## src/sv/rsm_pkg.sv

```systemverilog
`timescale 1ns / 1ps
// Shared types and codes for the RPN stack machine.
// Depends on nothing; the files that use it refer to it by scoped names.
package rsm_pkg;

    // Item kinds carried in the func field.
    localparam logic [2:0] FUNC_PUSH   = 3'd0;
    localparam logic [2:0] FUNC_ADD    = 3'd1;
    localparam logic [2:0] FUNC_ASSIGN = 3'd2;
    localparam logic [2:0] FUNC_INVERT = 3'd3;
    localparam logic [2:0] FUNC_OR     = 3'd4;

    // Result status codes.
    localparam logic [1:0] ST_OK    = 2'd0;
    localparam logic [1:0] ST_UNDER = 2'd1;
    localparam logic [1:0] ST_OVER  = 2'd2;
    localparam logic [1:0] ST_NOREG = 2'd3;

    // Reset value of the operator enable mask: all four operators registered.
    localparam logic [3:0] MASK_RESET = 4'hF;

    // Controller states, one-hot.
    typedef enum logic [1:0] {
        S_IDLE = 2'b01,
        S_EXEC = 2'b10
    } ctrl_state_t;

    // Commands from the controller to the datapath.
    typedef struct packed {
        logic load;    // latch the word, apply clear, issue the operand read
        logic commit;  // execute, update the stack and load the result register
    } dp_cmd_t;

endpackage

```

## src/sv/rsm_item_if.sv

```systemverilog
`timescale 1ns / 1ps
// Valid/ready channel interfaces for input words and result words.
// Depends on nothing.
interface rsm_item_if;
    logic               valid;
    logic               ready;
    logic [2:0]         func;
    logic signed [31:0] push_value;
    logic               clear_first;

    modport source (output valid, output func, output push_value, output clear_first,
                    input ready);
    modport sink   (input valid, input func, input push_value, input clear_first,
                    output ready);
endinterface

interface rsm_result_if;
    logic               valid;
    logic               ready;
    logic signed [31:0] top_value;
    logic [6:0]         stack_count;
    logic [1:0]         status;

    modport source (output valid, output top_value, output stack_count, output status,
                    input ready);
    modport sink   (input valid, input top_value, input stack_count, input status,
                    output ready);
endinterface

```

## src/sv/rsm_ctrl.sv

```systemverilog
`timescale 1ns / 1ps
// Controller for the RPN stack machine: accepts words, sequences execution
// and owns the result valid flag. Depends on rsm_pkg.
module rsm_ctrl
(
    input  logic             clk,
    input  logic             rst_n,
    input  logic             in_valid,
    output logic             in_ready,
    output logic             out_valid,
    input  logic             out_ready,
    output rsm_pkg::dp_cmd_t cmd
);

    rsm_pkg::ctrl_state_t state_reg, state_next;
    logic                 out_valid_reg, out_valid_next;
    logic                 slot_free;

    // The result register can take a new word when it is empty or the old one is leaving.
    assign slot_free = !out_valid_reg || out_ready;

    // Next state and command decode.
    always_comb
    begin
        state_next     = state_reg;
        out_valid_next = out_valid_reg && !out_ready;
        in_ready       = 1'b0;
        cmd.load       = 1'b0;
        cmd.commit     = 1'b0;
        case (state_reg)
            rsm_pkg::S_IDLE:
            begin
                in_ready = 1'b1;
                if (in_valid)
                begin
                    cmd.load   = 1'b1;
                    state_next = rsm_pkg::S_EXEC;
                end
            end
            rsm_pkg::S_EXEC:
            begin
                if (slot_free)
                begin
                    cmd.commit     = 1'b1;
                    out_valid_next = 1'b1;
                    state_next     = rsm_pkg::S_IDLE;
                end
            end
            default:
            begin
                state_next = rsm_pkg::S_IDLE;
            end
        endcase
    end

    // State and result valid registers.
    always_ff @(posedge clk or negedge rst_n)
    begin
        if (!rst_n)
        begin
            state_reg     <= rsm_pkg::S_IDLE;
            out_valid_reg <= 1'b0;
        end
        else
        begin
            state_reg     <= state_next;
            out_valid_reg <= out_valid_next;
        end
    end

    assign out_valid = out_valid_reg;

endmodule

```

## src/sv/rsm_datapath.sv

```systemverilog
`timescale 1ns / 1ps
// Datapath for the RPN stack machine: stack memory, cached top of stack,
// stack pointer, enable mask and result register. Depends on rsm_pkg.
module rsm_datapath
#(
    parameter int STACK_DEPTH = 64
)
(
    input  logic               clk,
    input  logic               rst_n,
    input  rsm_pkg::dp_cmd_t   cmd,
    input  logic [2:0]         func,
    input  logic signed [31:0] push_value,
    input  logic               clear_first,
    input  logic               cfg_wr_en,
    input  logic [3:0]         cfg_wr_data,
    output logic signed [31:0] top_value,
    output logic [6:0]         stack_count,
    output logic [1:0]         status
);

    localparam int AW  = $clog2(STACK_DEPTH);
    localparam int SPW = $clog2(STACK_DEPTH + 1);
    localparam logic [SPW-1:0] SP_FULL = SPW'(STACK_DEPTH);
    localparam logic [SPW-1:0] SP_ONE  = SPW'(1);
    localparam logic [SPW-1:0] SP_TWO  = SPW'(2);

    // Stack storage; the top entry is also mirrored in top_reg.
    logic [31:0]    stack_mem [STACK_DEPTH];

    logic [3:0]     mask_reg;
    logic [SPW-1:0] sp_reg, sp_next;
    logic [31:0]    top_reg;
    logic [31:0]    second_reg;
    logic [2:0]     func_reg;
    logic [31:0]    value_reg;

    logic [31:0]    res_top_reg;
    logic [6:0]     res_count_reg;
    logic [1:0]     res_status_reg;

    logic [SPW-1:0] sp_eff;
    logic [SPW-1:0] rd_ptr;
    logic [AW-1:0]  rd_addr;
    logic           need_two;
    logic           op_enabled;
    logic [1:0]     exec_status;
    logic [31:0]    exec_result;
    logic [SPW-1:0] wr_ptr;
    logic [AW-1:0]  wr_addr;
    logic           exec_ok;

    // Clear applies before the word runs; the second operand sits two below.
    assign sp_eff  = clear_first ? '0 : sp_reg;
    assign rd_ptr  = sp_eff - SP_TWO;
    assign rd_addr = rd_ptr[AW-1:0];

    // Operator registration check.
    always_comb
    begin
        case (func_reg)
            rsm_pkg::FUNC_ADD:    op_enabled = mask_reg[0];
            rsm_pkg::FUNC_ASSIGN: op_enabled = mask_reg[1];
            rsm_pkg::FUNC_INVERT: op_enabled = mask_reg[2];
            rsm_pkg::FUNC_OR:     op_enabled = mask_reg[3];
            default:              op_enabled = 1'b0;
        endcase
    end

    assign need_two = (func_reg == rsm_pkg::FUNC_ADD) || (func_reg == rsm_pkg::FUNC_OR);

    // Status of the word: disabled is checked ahead of underflow.
    always_comb
    begin
        if (func_reg == rsm_pkg::FUNC_PUSH)
        begin
            exec_status = (sp_reg >= SP_FULL) ? rsm_pkg::ST_OVER : rsm_pkg::ST_OK;
        end
        else if (!op_enabled)
        begin
            exec_status = rsm_pkg::ST_NOREG;
        end
        else if (need_two ? (sp_reg < SP_TWO) : (sp_reg < SP_ONE))
        begin
            exec_status = rsm_pkg::ST_UNDER;
        end
        else
        begin
            exec_status = rsm_pkg::ST_OK;
        end
    end

    assign exec_ok = (exec_status == rsm_pkg::ST_OK);

    // Operation result, new pointer and write position of the new top.
    always_comb
    begin
        case (func_reg)
            rsm_pkg::FUNC_PUSH:
            begin
                exec_result = value_reg;
                sp_next     = sp_reg + SP_ONE;
                wr_ptr      = sp_reg;
            end
            rsm_pkg::FUNC_ADD:
            begin
                exec_result = second_reg + top_reg;
                sp_next     = sp_reg - SP_ONE;
                wr_ptr      = sp_reg - SP_TWO;
            end
            rsm_pkg::FUNC_INVERT:
            begin
                exec_result = ~top_reg;
                sp_next     = sp_reg;
                wr_ptr      = sp_reg - SP_ONE;
            end
            rsm_pkg::FUNC_OR:
            begin
                exec_result = second_reg | top_reg;
                sp_next     = sp_reg - SP_ONE;
                wr_ptr      = sp_reg - SP_TWO;
            end
            default:
            begin
                exec_result = top_reg;
                sp_next     = sp_reg;
                wr_ptr      = sp_reg - SP_ONE;
            end
        endcase
    end

    assign wr_addr = wr_ptr[AW-1:0];

    // Stack memory: operand read on load, new top written on a successful commit.
    always_ff @(posedge clk)
    begin
        if (cmd.load)
        begin
            second_reg <= stack_mem[rd_addr];
        end
        if (cmd.commit && exec_ok)
        begin
            stack_mem[wr_addr] <= exec_result;
        end
    end

    // Latched word, cached top and result register.
    always_ff @(posedge clk)
    begin
        if (cmd.load)
        begin
            func_reg  <= func;
            value_reg <= push_value;
        end
        if (cmd.commit)
        begin
            if (exec_ok)
            begin
                top_reg        <= exec_result;
                res_top_reg    <= exec_result;
                res_count_reg  <= 7'(sp_next);
            end
            else
            begin
                res_top_reg    <= (sp_reg != '0) ? top_reg : '0;
                res_count_reg  <= 7'(sp_reg);
            end
            res_status_reg <= exec_status;
        end
    end

    // Stack pointer and enable mask.
    always_ff @(posedge clk or negedge rst_n)
    begin
        if (!rst_n)
        begin
            sp_reg   <= '0;
            mask_reg <= rsm_pkg::MASK_RESET;
        end
        else
        begin
            if (cmd.load)
            begin
                sp_reg <= sp_eff;
            end
            else if (cmd.commit && exec_ok)
            begin
                sp_reg <= sp_next;
            end
            if (cfg_wr_en)
            begin
                mask_reg <= cfg_wr_data;
            end
        end
    end

    assign top_value   = res_top_reg;
    assign stack_count = res_count_reg;
    assign status      = res_status_reg;

endmodule

```

## src/sv/rpn_stack_machine_core.sv

```systemverilog
`timescale 1ns / 1ps
// Top level of the RPN stack machine: controller plus datapath.
// Depends on rsm_pkg, rsm_item_if, rsm_result_if, rsm_ctrl and rsm_datapath.
//
//  Channel   Dir  Handshake            Word contents
//  cmd       in   valid / ready        func, push_value, clear_first
//  rsp       out  valid / ready        top_value, stack_count, status
//  cfg       in   cfg_wr_en            cfg_wr_data (op_enable_mask)
//
// Each word is accepted in S_IDLE, where the second operand is read from the
// stack memory, whose read port is registered, and is then executed in S_EXEC.
// The top of stack is held in a register, so only binary operators use the read.
// rst_n clears the stack pointer, the controller and the enable mask (all on).
// A word is accepted while the previous result still waits; execution holds
// only while the result register is full and rsp.ready is low.
module rpn_stack_machine_core
#(
    parameter int STACK_DEPTH = 64
)
(
    input  logic         clk,
    input  logic         rst_n,
    rsm_item_if.sink     cmd,
    rsm_result_if.source rsp,
    input  logic         cfg_wr_en,
    input  logic [3:0]   cfg_wr_data
);

    rsm_pkg::dp_cmd_t dp_cmd;

    // Sequencing of accept, execute and result hand-off.
    rsm_ctrl u_ctrl
    (
        .clk       (clk),
        .rst_n     (rst_n),
        .in_valid  (cmd.valid),
        .in_ready  (cmd.ready),
        .out_valid (rsp.valid),
        .out_ready (rsp.ready),
        .cmd       (dp_cmd)
    );

    // Stack, operators and result register.
    rsm_datapath #(
        .STACK_DEPTH (STACK_DEPTH)
    ) u_datapath
    (
        .clk         (clk),
        .rst_n       (rst_n),
        .cmd         (dp_cmd),
        .func        (cmd.func),
        .push_value  (cmd.push_value),
        .clear_first (cmd.clear_first),
        .cfg_wr_en   (cfg_wr_en),
        .cfg_wr_data (cfg_wr_data),
        .top_value   (rsp.top_value),
        .stack_count (rsp.stack_count),
        .status      (rsp.status)
    );

endmodule

```

## src/flat_wrapper.sv

```systemverilog
// flat-port wrapper written by rule: the top's interface ports become plain ports
module rpn_stack_machine_core_flat 
#(
    parameter int STACK_DEPTH = 64
)
  (clk, rst_n, cfg_wr_en, cfg_wr_data, cmd_valid, cmd_func, cmd_push_value, cmd_clear_first, cmd_ready, rsp_valid, rsp_top_value, rsp_stack_count, rsp_status, rsp_ready);
  rsm_item_if cmd_i ();
  rsm_result_if rsp_i ();
  input  logic clk;
  input  logic rst_n;
  input  logic cfg_wr_en;
  input  logic [3:0] cfg_wr_data;
  input wire logic [$bits(cmd_i.valid)-1:0] cmd_valid;
  input wire logic [$bits(cmd_i.func)-1:0] cmd_func;
  input wire logic [$bits(cmd_i.push_value)-1:0] cmd_push_value;
  input wire logic [$bits(cmd_i.clear_first)-1:0] cmd_clear_first;
  output wire logic [$bits(cmd_i.ready)-1:0] cmd_ready;
  output wire logic [$bits(rsp_i.valid)-1:0] rsp_valid;
  output wire logic [$bits(rsp_i.top_value)-1:0] rsp_top_value;
  output wire logic [$bits(rsp_i.stack_count)-1:0] rsp_stack_count;
  output wire logic [$bits(rsp_i.status)-1:0] rsp_status;
  input wire logic [$bits(rsp_i.ready)-1:0] rsp_ready;
  assign cmd_i.valid = cmd_valid;
  assign cmd_i.func = cmd_func;
  assign cmd_i.push_value = cmd_push_value;
  assign cmd_i.clear_first = cmd_clear_first;
  assign cmd_ready = cmd_i.ready;
  assign rsp_valid = rsp_i.valid;
  assign rsp_top_value = rsp_i.top_value;
  assign rsp_stack_count = rsp_i.stack_count;
  assign rsp_status = rsp_i.status;
  assign rsp_i.ready = rsp_ready;
  rpn_stack_machine_core #(.STACK_DEPTH(STACK_DEPTH)) u_core (.clk(clk), .rst_n(rst_n), .cmd(cmd_i), .rsp(rsp_i), .cfg_wr_en(cfg_wr_en), .cfg_wr_data(cfg_wr_data));
endmodule
```

## config.mk

```make
export PLATFORM = sky130hd
export DESIGN_NAME = rpn_stack_machine_core_flat
export DESIGN_NICKNAME = d
export VERILOG_FILES = /design/src/sv/rsm_pkg.sv /design/src/sv/rsm_item_if.sv /design/src/sv/rsm_ctrl.sv /design/src/sv/rsm_datapath.sv /design/src/sv/rpn_stack_machine_core.sv /design/src/flat_wrapper.sv
export SDC_FILE = /design/constraint.sdc
export NUM_CORES = 2
export LEC_CHECK = 0
export CORE_ASPECT_RATIO = 0.75
export CORE_MARGIN = 2
export CORE_UTILIZATION = 48
export CTS_CLUSTER_DIAMETER = 120
export DETAILED_ROUTE_END_ITERATION = 6
export DONT_BUFFER_PORTS = 1
export GPL_TIMING_DRIVEN = 1
export PLACE_DENSITY = 0.72
export SLEW_MARGIN = 20
export SYNTH_ARGS = -nofsm -noshare
export SYNTH_HDL_FRONTEND = slang
export SYNTH_SLANG_ARGS = --single-unit
export TNS_END_PERCENT = 1
```

## constraint.sdc

```tcl
create_clock -name clk -period 16 [get_ports clk]
set_input_delay 0.8 -clock clk [delete_from_list [all_inputs] [get_ports clk]]
set_output_delay 0.8 -clock clk [all_outputs]
set_load 0.01 [all_outputs]
```

Word-level counts from Yosys, hierarchy flattened

Memories as Yosys holds them, arrays and structs flattened. A register that Yosys moved wholly into a read port is not among the register bits.
Index checks and enable logic that the tools add are counted.

Word-level logic and storage cells: 69
Memories kept: 1
Output and inout port bits: 43
RAM bits: 2,048
Register bits after elaboration: 122

Memories:

| name                        | words | width | rd ports | clocked after memory_dff | write ports | line               | RTL |
|---|---|---|---|---|---|---|---|
| u_core.u_datapath.stack_mem | 64    | 32    | 1        | 1                        | 1           | rsm_datapath.sv:29 | `logic [31:0] stack_mem [STACK_DEPTH];` |

$add $sub $neg: 5
Muxes and demuxes: 27
Equality and inequality tests: 8
Order comparisons: 3
Reduce and logical (&&, ||, !) cells: 13
Bitwise operators: 2

Operators with widths:

| operator            | count |
|---|---|
| $pmux 32 s4         | 1 |
| $mux 32             | 2 |
| $add 32x32->32      | 1 |
| $not 32->32         | 1 |
| $or 32x32->32       | 1 |
| $mux 7              | 4 |
| $pmux 7 s2          | 1 |
| $pmux 6 s2          | 1 |
| $sub 6x2->6 const B | 2 |
| $mux 1              | 11 |
| $mux 2              | 5 |
| $add 7x1->7 const B | 1 |
| $ge 7x7->1 const B  | 1 |
| $lt 7x1->1 const B  | 1 |
| $lt 7x2->1 const B  | 1 |
| $reduce_bool 7->1   | 1 |
| $sub 7x1->7 const B | 1 |
| $eq 3x2->1 const B  | 2 |
| $ne 2x2->1 const B  | 2 |
| $pmux 1 s4          | 1 |
| $pmux 2 s2          | 1 |
| $reduce_and 2->1    | 2 |
| $eq 3x1->1 const B  | 1 |
| $eq 3x3->1 const B  | 1 |
| other kinds (9)     | 12 |

Depth between registers and ports, before layout

Word-level depth: 10
Mapped depth: 17
Gate-level depth less buffers: 11

By module

A second synthesis with hierarchy kept.

Cell total of the unflattened synthesis: 5,293
Area, all modules: 88,730.1 µm²

Modules (own cells, without submodules):

| module       | sequential area each (µm²) | cells an instance | area an instance (µm²) | times used |
|---|---|---|---|---|
| rsm_datapath | 65,983.3                   | 5,282             | 88,598.7               | 1 |
| rsm_ctrl     | 76.3                       | 11                | 131.4                  | 1 |

Worst setup path after synthesis

No wires, ideal clock.

Kind: input -> register
Start point: in rsp_ready
End point: mem u_core.u_datapath.stack_mem[11][0] (enable)
Path slack: 9,943 ps
Stages on the path: 8
Required time: 15,579 ps
Buffers on the path: 1
Library setup time: 421 ps
Data arrival time: 5,635 ps
Cells stage by stage: nor2b_1 nor2_1 nand2_1 inv_1 and2_1 nand2b_1 buf_2 nor2_1

RTL lines:

| what        | line               | RTL |
|---|---|---|
| from (decl) | flat_wrapper.sv:22 | `input wire logic [$bits(rsp_i.ready)-1:0] rsp_ready;` |
| to (decl)   | rsm_datapath.sv:29 |  |

Final worst setup path

Start point: reg u_core.u_datapath.sp_reg[1]
End point: reg u_core.u_datapath.second_reg[31], read port of u_core.u_datapath.stack_mem, data pin

Longest elaborated chain between the ends: 2

Ends and longest elaborated chain:

| what                   | line                | RTL |
|---|---|---|
| from (decl)            | rsm_datapath.sv:32  | `logic [SPW-1:0] sp_reg, sp_next;` |
| from (signal assigned) | rsm_datapath.sv:184 | `sp_reg <= sp_eff;` |
| from (signal assigned) | rsm_datapath.sv:188 | `sp_reg <= sp_next;` |
| $mux 7                 | rsm_datapath.sv:54  | `assign sp_eff = clear_first ? '0 : sp_reg;` |
| $sub 6x2->6            | rsm_datapath.sv:55  | `assign rd_ptr = sp_eff - SP_TWO;` |
| to (decl)              | rsm_datapath.sv:34  | `logic [31:0] second_reg;` |

Every way passes these cells.
A chain may end at the register's enable or synchronous reset.

==> results.yml <==
run_status:
  violations: "design-rule violations"
  status: "complete, but fails checks"
power_and_ir_drop:
  ir_drop_uv: 127
  seqPwrFrac: 0.534
  switching_share: 0.241
  powerDensity_mw_per_mm2: 125
  power.internal_uw: 9360
  clockPowerShare: 0.375
  netSwitchingPower_uw: 2980
  comb_power_share: 0.091
  p_leak_uw: 0.0305
setup_path:
  crit_path_frequent_cell: "buf_4"
  r2r_end: "u_core.u_datapath.second_reg[31]"
  r2r_slack_ns: 8.97
  worstPathRequired_ns: 16.67
  crit_buf_inv: 4
  path_depth: 11
  cp_top_family: "buffers and inverters"
  cp_slowest_stage_delay_ns: 0.98
  worstReg2RegStart: "u_core.u_datapath.sp_reg[1]"
  worstPathCellList: "nand2_4 -> ha_4 -> buf_4 -> or2_4 -> buf_12 -> buf_4 -> buf_4 -> o221ai_1 -> nor2_1 -> o311ai_0 -> a31oi_1"
  r2r_cells: 11
  crit_slowest_cell: "ha_4"
  worstSetupStartpointType: "flop"
  worstSetupStartpoint: "u_core.u_datapath.sp_reg[1]"
  crit_path_end_kind: "flop"
  arrival_ns: 7.70
  crit_path_max_fanout: 83
  worstSetupPathType: "reg -> reg"
die:
  die_h_um: 376
  fp.dieArea_mm2: 0.188
  rows: 136
  core_area_mm2: 0.183
  fp.dieW_um: 500
  initial_core_util: 0.483
  num_io_pins: 88
timing:
  fin_worst_skew_ns: 0.0383
  finalSetupTns_ns: 0
  fmax_ghz: 0.142
  rsz0062_at_grt: "false"
  hold_viol: 0
  period_share: 0.440
  fin_crit_ns: 7.04
  slew_violations: 0
  max_slew_margin: 0.110
  finalSetupViolations: 0
  timing.final.ws_setup_ns: 8.97
  worst_pin_slew_ns: 1.33
synth:
  syn_inst: 5259
  synth_top_area_frac: 0.743
  yosysWarnings: 0
  ys.flop_type: "edfxtp_1"
  synth_cell_types: 78
  yosys-top-cells-area: "edfxtp_1 74%, mux4_2 6.5%, mux2i_1 3.1%"
  synth_most_common_cell: "edfxtp_1"
  ys_seq_area_frac: 0.747
  synth.net_count: 5375
  synth-seq-cells: 2202
  syn_area_per_cell_um2: 16.8
  synth_edf_count: 2188
  ys_top_cells_by_count: "2,188 x edfxtp_1, 612 x nand2_1, 377 x nor2_1"
  syn_area_mm2: 0.0884
  async_flop_share: 0.00636
  synth_top_area_cell: "edfxtp_1"
grt:
  busiest_layer: "met1"
  first_global_vias: 48601
  grt.total_usage: 0.255
  grt_pass1_wl_mm: 347
  grtUsageMet1: 0.372
  antenna_found_initial: 13
  grt_use_met2: 0.367
  grt_max_degree: 126
  grt_overflow: 0
  grt_use_met3: 0.0805
drt:
  vias: 51152
  drc_errors: 2
  antenna_left: 0
  drtPass1Iterations: 7
  viasPerCell: 6.48
  wirelength_mm: 242
  wire_per_inst_um: 30.7
  drtIter0Drc: 8710
cts:
  clk_pin_slew_ns: 0.06
  cts.sinks: 2202
  htreeDepth: 4
  cts-root-buf: "clkbuf_16"
  clk_path_buf_depth: 3
  cts_tree: "built"
  cts_buffers: 199
  worstSkewPairLatency_ns: 0.86
placement:
  port_buffers: 0
  post-place-ws_ns: 8.73
  gp_congestion: 0.890
  place_hpwl_mm: 129
cells_and_area:
  drive_gt1_frac: 0.151
  syn_to_final_growth_pct: 11.7
  largest_reg_flops: 2048
  top_register: "u_core.u_datapath.stack_mem"
  finalNetCount: 5437
  fillers: 13860
min_path:
  hold_end: "u_core.u_datapath.value_reg[20]"
  worstHoldStart: "cmd_push_value[20]"
  hold_depth: 0
  min_path_type: "in -> reg"
flow_run:
  drv_cap: 0
==> power groups by stage <==
stage          Clock [uW]  Sequential, uW  Combinational [uW]
2_1_floorplan           0            6700                 602
3_3_place_gp            0            6710                1050
3_5_place_dp            0            6710                1080
4_1_cts              4660            6590                1090
5_1_grt              4880            6590                1170
6_report             4620            6590                1120
==> per-layer routing <==
layer  wire length [um]  vias up  share of wire
met4               7340       12          0.030
li1                   -    20987              -
met3              36600      433           0.15
met5                 81        -        0.00033
met1              93800    25933           0.39
met2             104000     3787           0.43
==> final cells by class <==
type | count | area, um2 | share of cell area
Inverter | 94 | 353 | 0.00357
Clock buffer | 251 | 5280 | 0.0535
Tap cell | 2415 | 3020 | 0.0306
Timing Repair Buffer | 191 | 1630 | 0.0165
Sequential cell | 2202 | 66100 | 0.669
Antenna cell | 2 | 5.00 | 0.0000507
Clock inverter | 108 | 912 | 0.00924
Multi-Input combinational cell | 2633 | 21500 | 0.218
==> how the worst max path moves through the flow <==
| stage | end | slack [ns] |
|---|---|---|
| floorplan | u_core.u_datapath.stack_mem[11][0] | 9.94 |
| CTS | u_core.u_datapath.second_reg[31] | 9.17 |
| detailed placement | u_core.u_datapath.second_reg[31] | 8.73 |
| global placement | u_core.u_datapath.second_reg[7] | 8.73 |
| finish | u_core.u_datapath.second_reg[31] | 8.97 |
| global route | u_core.u_datapath.second_reg[31] | 8.80 |
==> per-stage QoR <==
step                       util  instances  instance area, um2  hold WS [ns]  power, uW
after global routing      0.539       7894               98700        0.0303      12600
after global placement    0.503       7500               92100         0.505       7760
after CTS                 0.539       7892               98700      0.000680      12300
final                     0.539       7896               98800        0.0630      12300
after detailed placement  0.503       7502               92200         0.505       7790
after floorplan               -       5259               88400         0.492       7300
==> cells in the final DEF (no fill, tap or decap), drive strengths merged, types with 16 or more instances in the layout <==
master	n
ha	70
nand3	85
nor2	377
or3	18
buf	160
o21ai	54
a21oi	116
dlygate4sd3	31
clkinv	84
nand2	612
clkbuf	251
a311oi	64
mux2i	272
o311ai	64
and3	19
inv	101
o221ai	260
mux4	256
nor3	115
a21o	29
xor2	16
xnor2	23
edfxtp	2188
a31oi	49
==> cells by family (layout without fill, tap and decap cells) <==
kind of cell / count (synthesis) / in the layout / share of synthesized area
XOR/XNOR: 39 / 39 / 0.00395
other: 0 / 2 / 0
buffers and inverters: 424 / 644 / 0.0205
adder cells (fa/ha/maj): 71 / 71 / 0.0101
AO/OA/AOI/OAI: 713 / 713 / 0.0615
flip-flops: 2202 / 2202 / 0.747
multiplexers: 533 / 533 / 0.0966
AND/OR/NAND/NOR: 1277 / 1277 / 0.0600
==> repair_timing <==
action,4_1_cts,5_1_grt
hold buffers,31,0
setup buffers,0,0
gates resized for setup,0,0
endpoints found under the hold margin,44,0
Power figures use the tool's default switching activity.
